## src/abcd_pkg.sv

```systemverilog
// Shared types and constants for the 8-bit ALU with BCD add and subtract.
// Holds the transfer payload structs, operation codes and pipeline stage records.
// Depends on nothing; every other file imports it.
package abcd_pkg;

    localparam int NUM_STAGES = 3;

    typedef enum logic [3:0] {
        FN_AND = 4'd0,
        FN_ORA = 4'd1,
        FN_EOR = 4'd2,
        FN_BIT = 4'd3,
        FN_ADC = 4'd4,
        FN_SBC = 4'd5,
        FN_CMP = 4'd6,
        FN_INC = 4'd7,
        FN_DEC = 4'd8,
        FN_ASL = 4'd9,
        FN_LSR = 4'd10,
        FN_ROL = 4'd11,
        FN_ROR = 4'd12
    } alu_func_t;

    localparam logic [4:0] BCD_DIGIT_MAX = 5'h09;
    localparam logic [3:0] BCD_ADJ_LO    = 4'h6;
    localparam logic [7:0] BCD_ADJ_HI    = 8'h60;
    localparam logic [8:0] HI_DIGIT_ONE  = 9'h010;

    typedef struct packed {
        logic [3:0] func;
        logic [7:0] reg_value;
        logic [7:0] operand;
        logic       carry_in;
        logic       overflow_in;
        logic       decimal;
    } in_t;

    typedef struct packed {
        logic [7:0] result;
        logic       negative;
        logic       overflow;
        logic       zero;
        logic       carry;
    } out_t;

    // Raw sums and differences formed in the first stage.
    typedef struct packed {
        logic [3:0] func;
        logic [7:0] a;
        logic [7:0] o;
        logic       cin;
        logic       vin;
        logic       dec;
        logic [8:0] sum;
        logic [8:0] diff;
        logic [8:0] cmp_diff;
        logic [4:0] add_lo;
        logic [4:0] add_hi;
        logic [4:0] sub_lo;
        logic [8:0] sub_hi;
        logic [8:0] sub_hi_dec;
    } s1_t;

    // Nearly final result; decimal add still needs its high digit adjust.
    typedef struct packed {
        out_t       res;
        logic       bcd_add;
        logic [8:0] bcd_sum;
    } s2_t;

    typedef struct packed {
        logic [NUM_STAGES-1:0] load;
        logic [NUM_STAGES-1:0] valid;
    } pipe_ctrl_t;

endpackage

```

## src/alu_8bit_bcd_with_flags_core.sv

```systemverilog
// Top level of the 8-bit ALU with NMOS-style BCD add and subtract and N, V, Z, C flags.
// Three register stages: raw sums, digit adjust and flag selection, final BCD adjust.
// Depends on abcd_pkg and abcd_pipe_ctrl.

// The block accepts one operation per clock cycle while op_stall is low and passes it
// through its three register stages, s1_reg, s2_reg and out_reg, in turn. Operations and results
// keep their order, and a stall on the result side backs up through the stages,
// filling any empty ones before the input side stalls.
module alu_8bit_bcd_with_flags_core (
    input  logic           clk,
    input  logic           rst_n,
    input  logic           op_valid,
    output logic           op_stall,
    input  abcd_pkg::in_t  op_data,
    output logic           res_valid,
    input  logic           res_stall,
    output abcd_pkg::out_t res_data
);
    import abcd_pkg::*;

    pipe_ctrl_t ctrl;
    s1_t        s1_reg;
    s1_t        s1_next;
    s2_t        s2_reg;
    s2_t        s2_next;
    out_t       out_reg;
    out_t       out_next;

    abcd_pipe_ctrl u_ctrl (
        .clk       (clk),
        .rst_n     (rst_n),
        .op_valid  (op_valid),
        .op_stall  (op_stall),
        .res_stall (res_stall),
        .ctrl      (ctrl)
    );

    // Stage one: binary sums and per-digit sums and differences.
    always_comb
    begin
        s1_next.func       = op_data.func;
        s1_next.a          = op_data.reg_value;
        s1_next.o          = op_data.operand;
        s1_next.cin        = op_data.carry_in;
        s1_next.vin        = op_data.overflow_in;
        s1_next.dec        = op_data.decimal;
        s1_next.sum        = {1'b0, op_data.reg_value} + {1'b0, op_data.operand}
                           + {8'd0, op_data.carry_in};
        s1_next.diff       = {1'b0, op_data.reg_value} - {1'b0, op_data.operand}
                           - {8'd0, !op_data.carry_in};
        s1_next.cmp_diff   = {1'b0, op_data.reg_value} - {1'b0, op_data.operand};
        s1_next.add_lo     = {1'b0, op_data.reg_value[3:0]} + {1'b0, op_data.operand[3:0]}
                           + {4'd0, op_data.carry_in};
        s1_next.add_hi     = {1'b0, op_data.reg_value[7:4]} + {1'b0, op_data.operand[7:4]};
        s1_next.sub_lo     = {1'b0, op_data.reg_value[3:0]} - {1'b0, op_data.operand[3:0]}
                           - {4'd0, !op_data.carry_in};
        s1_next.sub_hi     = {1'b0, op_data.reg_value[7:4], 4'd0}
                           - {1'b0, op_data.operand[7:4], 4'd0};
        s1_next.sub_hi_dec = {1'b0, op_data.reg_value[7:4], 4'd0}
                           - {1'b0, op_data.operand[7:4], 4'd0} - HI_DIGIT_ONE;
    end

    // Stage two: operation select, flags, the low digit adjusts and the whole decimal subtract adjust.
    always_comb
    begin
        logic [5:0] lo_adj;
        logic       lo_carry;
        logic [8:0] hi_sel;
        logic [3:0] lo_digit;
        logic [7:0] bcd_diff;
        logic [7:0] r;

        lo_adj   = (s1_reg.add_lo > BCD_DIGIT_MAX) ? ({1'b0, s1_reg.add_lo} + 6'd6)
                                                   : {1'b0, s1_reg.add_lo};
        lo_carry = |lo_adj[5:4];
        hi_sel   = s1_reg.sub_lo[4] ? s1_reg.sub_hi_dec : s1_reg.sub_hi;
        lo_digit = s1_reg.sub_lo[4] ? (s1_reg.sub_lo[3:0] - BCD_ADJ_LO) : s1_reg.sub_lo[3:0];
        bcd_diff = hi_sel[8] ? ({hi_sel[7:4], lo_digit} - BCD_ADJ_HI) : {hi_sel[7:4], lo_digit};

        s2_next.bcd_add = 1'b0;
        s2_next.bcd_sum = {s1_reg.add_hi + {4'd0, lo_carry}, lo_adj[3:0]};
        r               = s1_reg.a;
        s2_next.res.result   = s1_reg.a;
        s2_next.res.negative = s1_reg.a[7];
        s2_next.res.overflow = s1_reg.vin;
        s2_next.res.zero     = (s1_reg.a == 8'd0);
        s2_next.res.carry    = s1_reg.cin;

        case (s1_reg.func)
            FN_AND, FN_ORA, FN_EOR, FN_INC, FN_DEC, FN_ASL, FN_LSR, FN_ROL, FN_ROR:
            begin
                case (s1_reg.func)
                    FN_AND:  r = s1_reg.a & s1_reg.o;
                    FN_ORA:  r = s1_reg.a | s1_reg.o;
                    FN_EOR:  r = s1_reg.a ^ s1_reg.o;
                    FN_INC:  r = s1_reg.o + 8'd1;
                    FN_DEC:  r = s1_reg.o - 8'd1;
                    FN_ASL:  r = {s1_reg.o[6:0], 1'b0};
                    FN_LSR:  r = {1'b0, s1_reg.o[7:1]};
                    FN_ROL:  r = {s1_reg.o[6:0], s1_reg.cin};
                    FN_ROR:  r = {s1_reg.cin, s1_reg.o[7:1]};
                    default: r = s1_reg.a;
                endcase
                s2_next.res.result   = r;
                s2_next.res.negative = r[7];
                s2_next.res.zero     = (r == 8'd0);
                if (s1_reg.func == FN_ASL || s1_reg.func == FN_ROL)
                begin
                    s2_next.res.carry = s1_reg.o[7];
                end
                else if (s1_reg.func == FN_LSR || s1_reg.func == FN_ROR)
                begin
                    s2_next.res.carry = s1_reg.o[0];
                end
            end
            FN_BIT:
            begin
                s2_next.res.negative = s1_reg.o[7];
                s2_next.res.overflow = s1_reg.o[6];
                s2_next.res.zero     = ((s1_reg.a & s1_reg.o) == 8'd0);
            end
            FN_ADC:
            begin
                s2_next.res.zero = (s1_reg.sum[7:0] == 8'd0);
                if (s1_reg.dec)
                begin
                    s2_next.bcd_add      = 1'b1;
                    s2_next.res.negative = s2_next.bcd_sum[7];
                    s2_next.res.overflow = (s1_reg.a[7] ^ s2_next.bcd_sum[7])
                                         && !(s1_reg.a[7] ^ s1_reg.o[7]);
                end
                else
                begin
                    s2_next.res.result   = s1_reg.sum[7:0];
                    s2_next.res.negative = s1_reg.sum[7];
                    s2_next.res.overflow = !(s1_reg.a[7] ^ s1_reg.o[7])
                                         && (s1_reg.a[7] ^ s1_reg.sum[7]);
                    s2_next.res.carry    = s1_reg.sum[8];
                end
            end
            FN_SBC:
            begin
                s2_next.res.result   = s1_reg.dec ? bcd_diff : s1_reg.diff[7:0];
                s2_next.res.negative = s1_reg.diff[7];
                s2_next.res.overflow = (s1_reg.a[7] ^ s1_reg.diff[7])
                                     && (s1_reg.a[7] ^ s1_reg.o[7]);
                s2_next.res.zero     = (s1_reg.diff[7:0] == 8'd0);
                s2_next.res.carry    = !s1_reg.diff[8];
            end
            FN_CMP:
            begin
                s2_next.res.negative = s1_reg.cmp_diff[7];
                s2_next.res.zero     = (s1_reg.a == s1_reg.o);
                s2_next.res.carry    = !s1_reg.cmp_diff[8];
            end
            default:
            begin
                s2_next.res.result = s1_reg.a;
            end
        endcase
    end

    // Stage three: high digit adjust and carry of the decimal add.
    always_comb
    begin
        logic [9:0] adj;

        adj      = (s2_reg.bcd_sum[8:4] > BCD_DIGIT_MAX)
                 ? ({1'b0, s2_reg.bcd_sum} + {2'b00, BCD_ADJ_HI})
                 : {1'b0, s2_reg.bcd_sum};
        out_next = s2_reg.res;
        if (s2_reg.bcd_add)
        begin
            out_next.result = adj[7:0];
            out_next.carry  = |adj[9:8];
        end
    end

    always_ff @(posedge clk)
    begin
        if (ctrl.load[0])
        begin
            s1_reg <= s1_next;
        end
        if (ctrl.load[1])
        begin
            s2_reg <= s2_next;
        end
        if (ctrl.load[2])
        begin
            out_reg <= out_next;
        end
    end

    assign res_valid = ctrl.valid[NUM_STAGES-1];
    assign res_data  = out_reg;

endmodule

```

## src/abcd_pipe_ctrl.sv

```systemverilog
// Valid bits and load enables for the ALU pipeline stages.
// A stage loads when it is empty or its contents move on, so bubbles collapse.
// Depends on abcd_pkg.
module abcd_pipe_ctrl (
    input  logic                clk,
    input  logic                rst_n,
    input  logic                op_valid,
    output logic                op_stall,
    input  logic                res_stall,
    output abcd_pkg::pipe_ctrl_t ctrl
);
    import abcd_pkg::*;

    logic [NUM_STAGES-1:0] valid_reg;
    logic [NUM_STAGES-1:0] valid_next;
    logic [NUM_STAGES-1:0] ready;
    logic [NUM_STAGES-1:0] load;

    always_comb
    begin
        ready[NUM_STAGES-1] = !valid_reg[NUM_STAGES-1] || !res_stall;
        for (int k = NUM_STAGES - 2; k >= 0; k--)
        begin
            ready[k] = !valid_reg[k] || ready[k+1];
        end
        load[0] = ready[0] && op_valid;
        for (int k = 1; k < NUM_STAGES; k++)
        begin
            load[k] = ready[k] && valid_reg[k-1];
        end
        for (int k = 0; k < NUM_STAGES; k++)
        begin
            if (load[k])
            begin
                valid_next[k] = 1'b1;
            end
            else if (ready[k])
            begin
                valid_next[k] = 1'b0;
            end
            else
            begin
                valid_next[k] = valid_reg[k];
            end
        end
    end

    always_ff @(posedge clk or negedge rst_n)
    begin
        if (!rst_n)
        begin
            valid_reg <= '0;
        end
        else
        begin
            valid_reg <= valid_next;
        end
    end

    assign op_stall   = !ready[0];
    assign ctrl.load  = load;
    assign ctrl.valid = valid_reg;

endmodule

```

## config.mk

```make
export PLATFORM = sky130hd
export DESIGN_NAME = alu_8bit_bcd_with_flags_core
export DESIGN_NICKNAME = d
export VERILOG_FILES = /design/src/abcd_pkg.sv /design/src/alu_8bit_bcd_with_flags_core.sv /design/src/abcd_pipe_ctrl.sv
export SDC_FILE = /design/constraint.sdc
export NUM_CORES = 1
export LEC_CHECK = 0
export BUFFER_PORTS_ARGS = -buffer_cell sky130_fd_sc_hd__buf_2
export CAP_MARGIN = 0
export CELL_PAD_IN_SITES_DETAIL_PLACEMENT = 2
export CELL_PAD_IN_SITES_GLOBAL_PLACEMENT = 2
export CORE_MARGIN = 2
export CORE_UTILIZATION = 45
export CTS_BUF_LIST = sky130_fd_sc_hd__clkbuf_4
export CTS_CLUSTER_DIAMETER = 40
export DETAILED_ROUTE_END_ITERATION = 8
export MAX_ROUTING_LAYER = met4
export PLACE_DENSITY = 0.95
export SLEW_MARGIN = 5
export SYNTH_ARGS = -nofsm -noshare
export SYNTH_HDL_FRONTEND = slang
export SYNTH_SLANG_ARGS = --single-unit
```

## constraint.sdc

```tcl
create_clock -name clk -period 10.45 [get_ports clk]
set_clock_uncertainty 0.2 [all_clocks]
set_input_delay 0.5225 -clock clk [delete_from_list [all_inputs] [get_ports clk]]
set_output_delay 0.5225 -clock clk [all_outputs]
set_load 0.03 [all_outputs]
```

# Yosys cells after proc, flatten, opt, wreduce, memory -nomap -nowiden
# Cells that the tools add are included.
[word_totals]
register_bits = 120
inputBits = 27
out_inout_bits = 14
word_cells = 128
[op_classes]
add_sub_neg = 18
order_cmp = 2
eq_ne = 13
muxes = 27
bitwise = 7
reduce_logical = 32
[op_table]
columns = ["operator", "count"]
rows = [
  ["$pmux 8 s9", 1],
  ["$logic_not 8->1", 5],
  ["$mux 8", 5],
  ["$pmux 8 s3", 1],
  ["$eq 4x4->1 const B", 5],
  ["$sub 8x8->9", 2],
  ["$eq 4x3->1 const B", 4],
  ["$mux 1", 11],
  ["$add 4x4->5", 2],
  ["$add 5x1->5", 2],
  ["$add 9x7->10 const B", 1],
  ["$gt 5x4->1 const B", 2],
  ["$mux 10", 1],
  ["$pmux 1 s5", 2],
  ["$add 8x8->9", 1],
  ["$add 9x1->9", 1],
  ["$logic_not 1->1", 9],
  ["$mux 9", 1],
  ["$reduce_or 9->1", 1],
  ["$sub 9x1->9", 1],
  ["$sub 9x5->9 const B", 1],
  ["$add 8x1->8 const B", 1],
  ["$and 8x8->8", 1],
  ["$eq 4x2->1 const B", 2],
  ["other kinds (21)", 36],
]

# Longest topological paths before layout
[logic_depth]
depth_word = 8
depth_mapped = 13
mapped_depth_nobuf = 13

# By module
# From an unflattened synthesis, not the netlist that was laid out.
[hier_totals]
hier_cells = 595
hier_area_um2 = 6448.7
[by_module_without_submodules]
columns = ["mod", "instances", "cells_each", "area_each_um2", "seq_area_each_um2"]
rows = [
  ["alu_8bit_bcd_with_flags_core", 1, 583, 6317.3, 2912.8],
  ["abcd_pipe_ctrl", 1, 12, 131.4, 75.1],
]

# Worst setup path before layout
# Ideal clock, no wire load.
[synth_path]
path_kind = "register -> register"
from = "reg s1_reg[81] in the netlist's numbering"
to = "reg s2_reg, in the netlist out_next[1] (data pin)"
setup_ns = 0.265
t_arrival_ns = 2.960
required_ns = 9.985
slack_ns = 7.025
path_stages_with_launch = 12
n_path_buf = 1
period_less_slack_ns = 3.425
cell_sequence = "edfxtp_1 -> buf_6 -> nor4b_1 -> xnor2_1 -> ha_1 -> or4bb_1 -> a31o_2 -> o211ai_1 -> nor3_1 -> nand3_1 -> nor4_1 -> or3_1"
[synth_rtl]
columns = ["item", "line", "source"]
rows = [
  ["start: declaration", "alu_8bit_bcd_with_flags_core.sv:22", "s1_t s1_reg;"],
  ["start signal: assignment", "alu_8bit_bcd_with_flags_core.sv:183", "s1_reg <= s1_next;"],
  ["end signal: assignment", "alu_8bit_bcd_with_flags_core.sv:187", "s2_reg <= s2_next;"],
  ["end: declaration", "alu_8bit_bcd_with_flags_core.sv:24", "s2_t s2_reg;"],
]

==> results <==
- The run finished with clean final reports.
- In this run, the number of DRC markers left after iteration 0 of detailed routing was between 500 and 600.
- The worst hold path belongs to the class in2reg.
- The total buffers and inverters traversed by the critical path is 0.
- The total I/O pin count is 41.
- The largest single stage delay on the critical path is 0.85 ns.
- The total global routing track utilization is 31.7%.
- The CTS tree is built.
- Global routing consumed, on the met1 layer, approximately 36% of the routing resources.
- The final wirelength is ~24000 um.
- The floorplan step set the die width to 125 um.
- After synthesis, the share of flip-flops with an asynchronous set or reset is 3.00%.
- The clock network accounts for 23.0% of the total power.
- The remaining routing DRC violations is 0.
- The maximum clock frequency is between 200 and 250 MHz.
- The depth of the most critical reg-to-reg path is 10.
- The number of nets handed over by synthesis was between 700 and 800.
- The routed design could run at a clock period as short as ~4.4 ns.
- Entering global routing, the biggest net connects between 60 and 70 pins.
- The start point of the critical path is s1_reg[81].
- For the pin with the worst max-slew slack, the measured transition is 1.35 ns.
- The number of distinct library cell variants in the gate-level netlist after synthesis is between 70 and 80.
- The post-CTS setup-driven buffer insertion count is 0.
- The maximum level of the CTS H-tree is 3.
- The worst path uses about two fifths of the clock period.
- The library cell with the highest instance count after synthesis is edfxtp_1.
- Net switching is between 30% and 40% of the power.
- The synthesized flop and latch total is 100.
- The initial antenna violation count is 2.
- The critical-path cell with the highest stage delay is nor4b_2.
- For this run, the register share of the synthesized area comes to 45.2%.
- The via count of the first global-routing pass is roughly 5900.
- The number of enable-type register cells in the synthesized netlist is between 90 and 100.
- Of the cells placed in the final design, the portion with a size suffix greater than 1 is around an eighth.
- The flip-flop count of the largest register, all copies and words added is 63.
- The layout net count is 738.
- The required time of the critical path is around 11 ns.
- In this run the tightest slew margin relative to its limit is roughly 9.2%.
- The internal power of the cells totals 0.000714 W.
- The final routed wire length divided by cell count is around 28 um.
- The critical path endpoint is out_next[1].
- The detailed-routing iteration count for the pre-antenna-repair pass is 5.
- VDD sags by at most slightly below 0.00008 V.
- The setup violation total in the final timing report is 0.
- In the global route stage, met2 resource usage came out at a little over half.
- The area growth from synthesis to layout is 9.05%.
- The remaining global-route overflow is 0.
- The total count of max-transition violations in the final report was 0.
- In the synthesized netlist, the number of instances is 621.
- The logic depth of the worst path, buffers included is 10.
- The setup TNS is 0 ns.
- The height of the chip is roughly 130 um.
- The share of total power in combinational logic is between 20% and 30%.
- Counting every sink on the clock net gives 100.
- The max-cap violation count is 0.
- In this run the biggest area consumer among cell types represents between 40% and 50% of the synthesized area.
- The most used flip-flop cell after synthesis is edfxtp_1.
- The biggest area contributor in the post-synthesis netlist is edfxtp_1.
- The cell area that synthesis handed to floorplanning was ~0.0066 sq mm.
- The clock tree root driver cell is clkbuf_4.
- Summed over all cells, the static leakage comes to 2.82 nW.
- In this run the standard cell core region covers 0.0144 sq mm.
- No sink is reached through more buffers than the 2 on the longest clock path.
- The clock reaches the later pin of the worst-skew pair after approximately 0.51 ns.
- The destination of the worst register-to-register timing path is out_next[1].
- Setup repair after global routing left no endpoint under its margin.
- The share of power burned in registers is roughly 50%.
- The congestion estimate from routability-driven global placement came to between 0.9 and 1.
- For this run, global-route usage on met3 was measured as roughly 5.8%.
- The critical-path maximum fanout is 27.
- In this run the critical register-to-register path is launched from s1_reg[81].
- Using the TritonRoute via totals, the vias-per-cell ratio works out to roughly 6.3.
- Detailed routing inserted a total of approximately 5300 vias.
- A synthesized cell averages 10.6 sq um.
- The number of gates resized after CTS was 0.
- The number of clock buffers added by TritonCTS is 9.
- The placed wire-length estimate after detailed placement is approximately 17000 um.
- For this design the ratio of total power to cell area is 153 mW/mm^2.
- The instance area after placement is between 0.006 and 0.007 sq mm.
- The setup path with the least slack is of type reg2reg.
- Once detail routing completed, the nets flagged for antenna violations numbered 0.
- The first global-routing pass estimated 36300 um of wire.
- The switching power is between 0.0003 and 0.0004 W.
- The worst-case register-to-register setup slack is slightly above 6 ns.
- STA classifies the critical path startpoint as a register.
- The final cell area excluding filler cells is around 0.0072 sq mm.
- The hold violation total from the final report was 0.
- The clock edge transition at the registers on the reported setup and hold paths is between 0.15 and 0.2 ns.
- The die covers approximately 0.016 sq mm.
- Port buffering added 40 buffers.
- The initial cell density of the core is a little under half.
- Sorting the synthesized cells by how often they occur yields edfxtp_1 (97), inv_1 (61), ha_1 (49), nor2_1 (43).
- The floorplan has 44 rows.
- The critical path goes through nor4b_2 -> xnor2_1 -> ha_1 -> nor4_1 -> xnor2_1 -> nor2_1 -> o31ai_1 -> nand3_1 -> nor4_1 -> or3_1.
- met2 is the most crowded layer.
- The critical path arrival is between 4 and 5 ns.
- The cell family with the largest share of critical-path delay is simple AND/OR/NAND/NOR gates.
- During synthesis, Yosys emitted a total of 0 warnings.
- The type of destination of the critical path is a register.
- Sorting the synthesized cells by area gives the leading types as edfxtp_1 (44%), ha_1 (9.3%), xnor2_1 (4.5%).
-- metrics by stage --
stage	instances	power, W	util [%]	setup slack [ns]	hold slack [ns]
after detailed placement	816	0.000841	47.9	6.05	0.123
after CTS	843	0.00110	49.8	5.86	0.00430
final	846	0.00110	49.9	6.08	0.0341
after global placement	816	0.000805	47.9	6.38	0.117
after global routing	846	0.00114	49.9	5.94	0.00946
after floorplan	621	0.000730	-	7.02	0.0269
-- layout make-up --
type | count | area (sq um)
inverters | 61 | 229
fillers | 1496 | 7220
clock buffers | 9 | 67.6
well taps | 184 | 230
clock inverters | 7 | 98.8
diodes | 2 | 5.00
multi-input cells | 427 | 3240
flip-flops and latches | 100 | 2990
repair buffers | 56 | 350
-- layer usage --
metal,share of wire (%),routed length [um]
met1,39,9200
met2,51,12200
met3,4.6,1090
met4,5.3,1260
met5,0,0
-- what timing repair did --
action                                  in CTS  in global routing
endpoints found under the setup margin       0                  0
hold endpoints to repair                    13                  1
hold buffers                                11                  1
-- cells in the final DEF, fill, tap and decap left out, drive strengths merged, types with 4 or more instances in the layout --
cell         instances
o22ai                4
a21oi               34
inv                 63
o31ai                5
or4                  4
o221ai               5
mux2i                9
a21o                 4
or3                  8
o21ai               21
nor2                43
a221oi               6
a22oi                9
dlygate4sd3         12
nor4                10
nor3                18
buf                 44
fa                   7
nand2b               9
a31oi                5
nand4                4
xor2                13
o21bai               4
clkbuf               9
ha                  49
nand3               19
o211ai               7
nand2               21
mux2                12
nor2b                8
and2                 5
edfxtp              97
xnor2               34
-- worst reg2reg max path, stage by stage, from the launching register on --
cell	delay, ns
edfxtp_1	0.79
nor4b_2	0.85
xnor2_1	0.16
ha_1	0.35
nor4_1	0.54
xnor2_1	0.18
nor2_1	0.08
o31ai_1	0.35
nand3_1	0.15
nor4_1	0.36
or3_1	0.22
-- power groups by stage --
| stage | Sequential (W) | Clock (W) | Combinational, W |
|---|---|---|---|
| floorplan | 0.000549 | 0 | 0.000180 |
| global placement | 0.000556 | 0 | 0.000249 |
| detailed placement | 0.000567 | 0 | 0.000274 |
| CTS | 0.000559 | 0.000253 | 0.000283 |
| global route | 0.000564 | 0.000267 | 0.000308 |
| finish | 0.000561 | 0.000252 | 0.000285 |
-- worst min-delay path by stage --
stage / start / end / slack, ns / depth (start not counted)
global route: op_data[10] / s1_reg[70] / 0.009 / 1
CTS: op_data[14] / s1_reg[74] / 0.004 / 1
global placement: rst_n / u_ctrl.valid_reg[0] / 0.12 / 1
finish: op_data[15] / s1_reg[75] / 0.03 / 1
floorplan: rst_n / u_ctrl.valid_reg[0] / 0.03 / 0
detailed placement: rst_n / u_ctrl.valid_reg[1] / 0.12 / 1
-- kinds of logic after synthesis --
group | share of synthesized area, %
simple gates | 13.7
compound gates | 14.1
flops | 45.2
buf+inv | 5.91
fa+ha+maj | 11.4
xor+xnor | 6.23
mux | 3.41
Note: power is estimated with default switching activity, not from simulation.
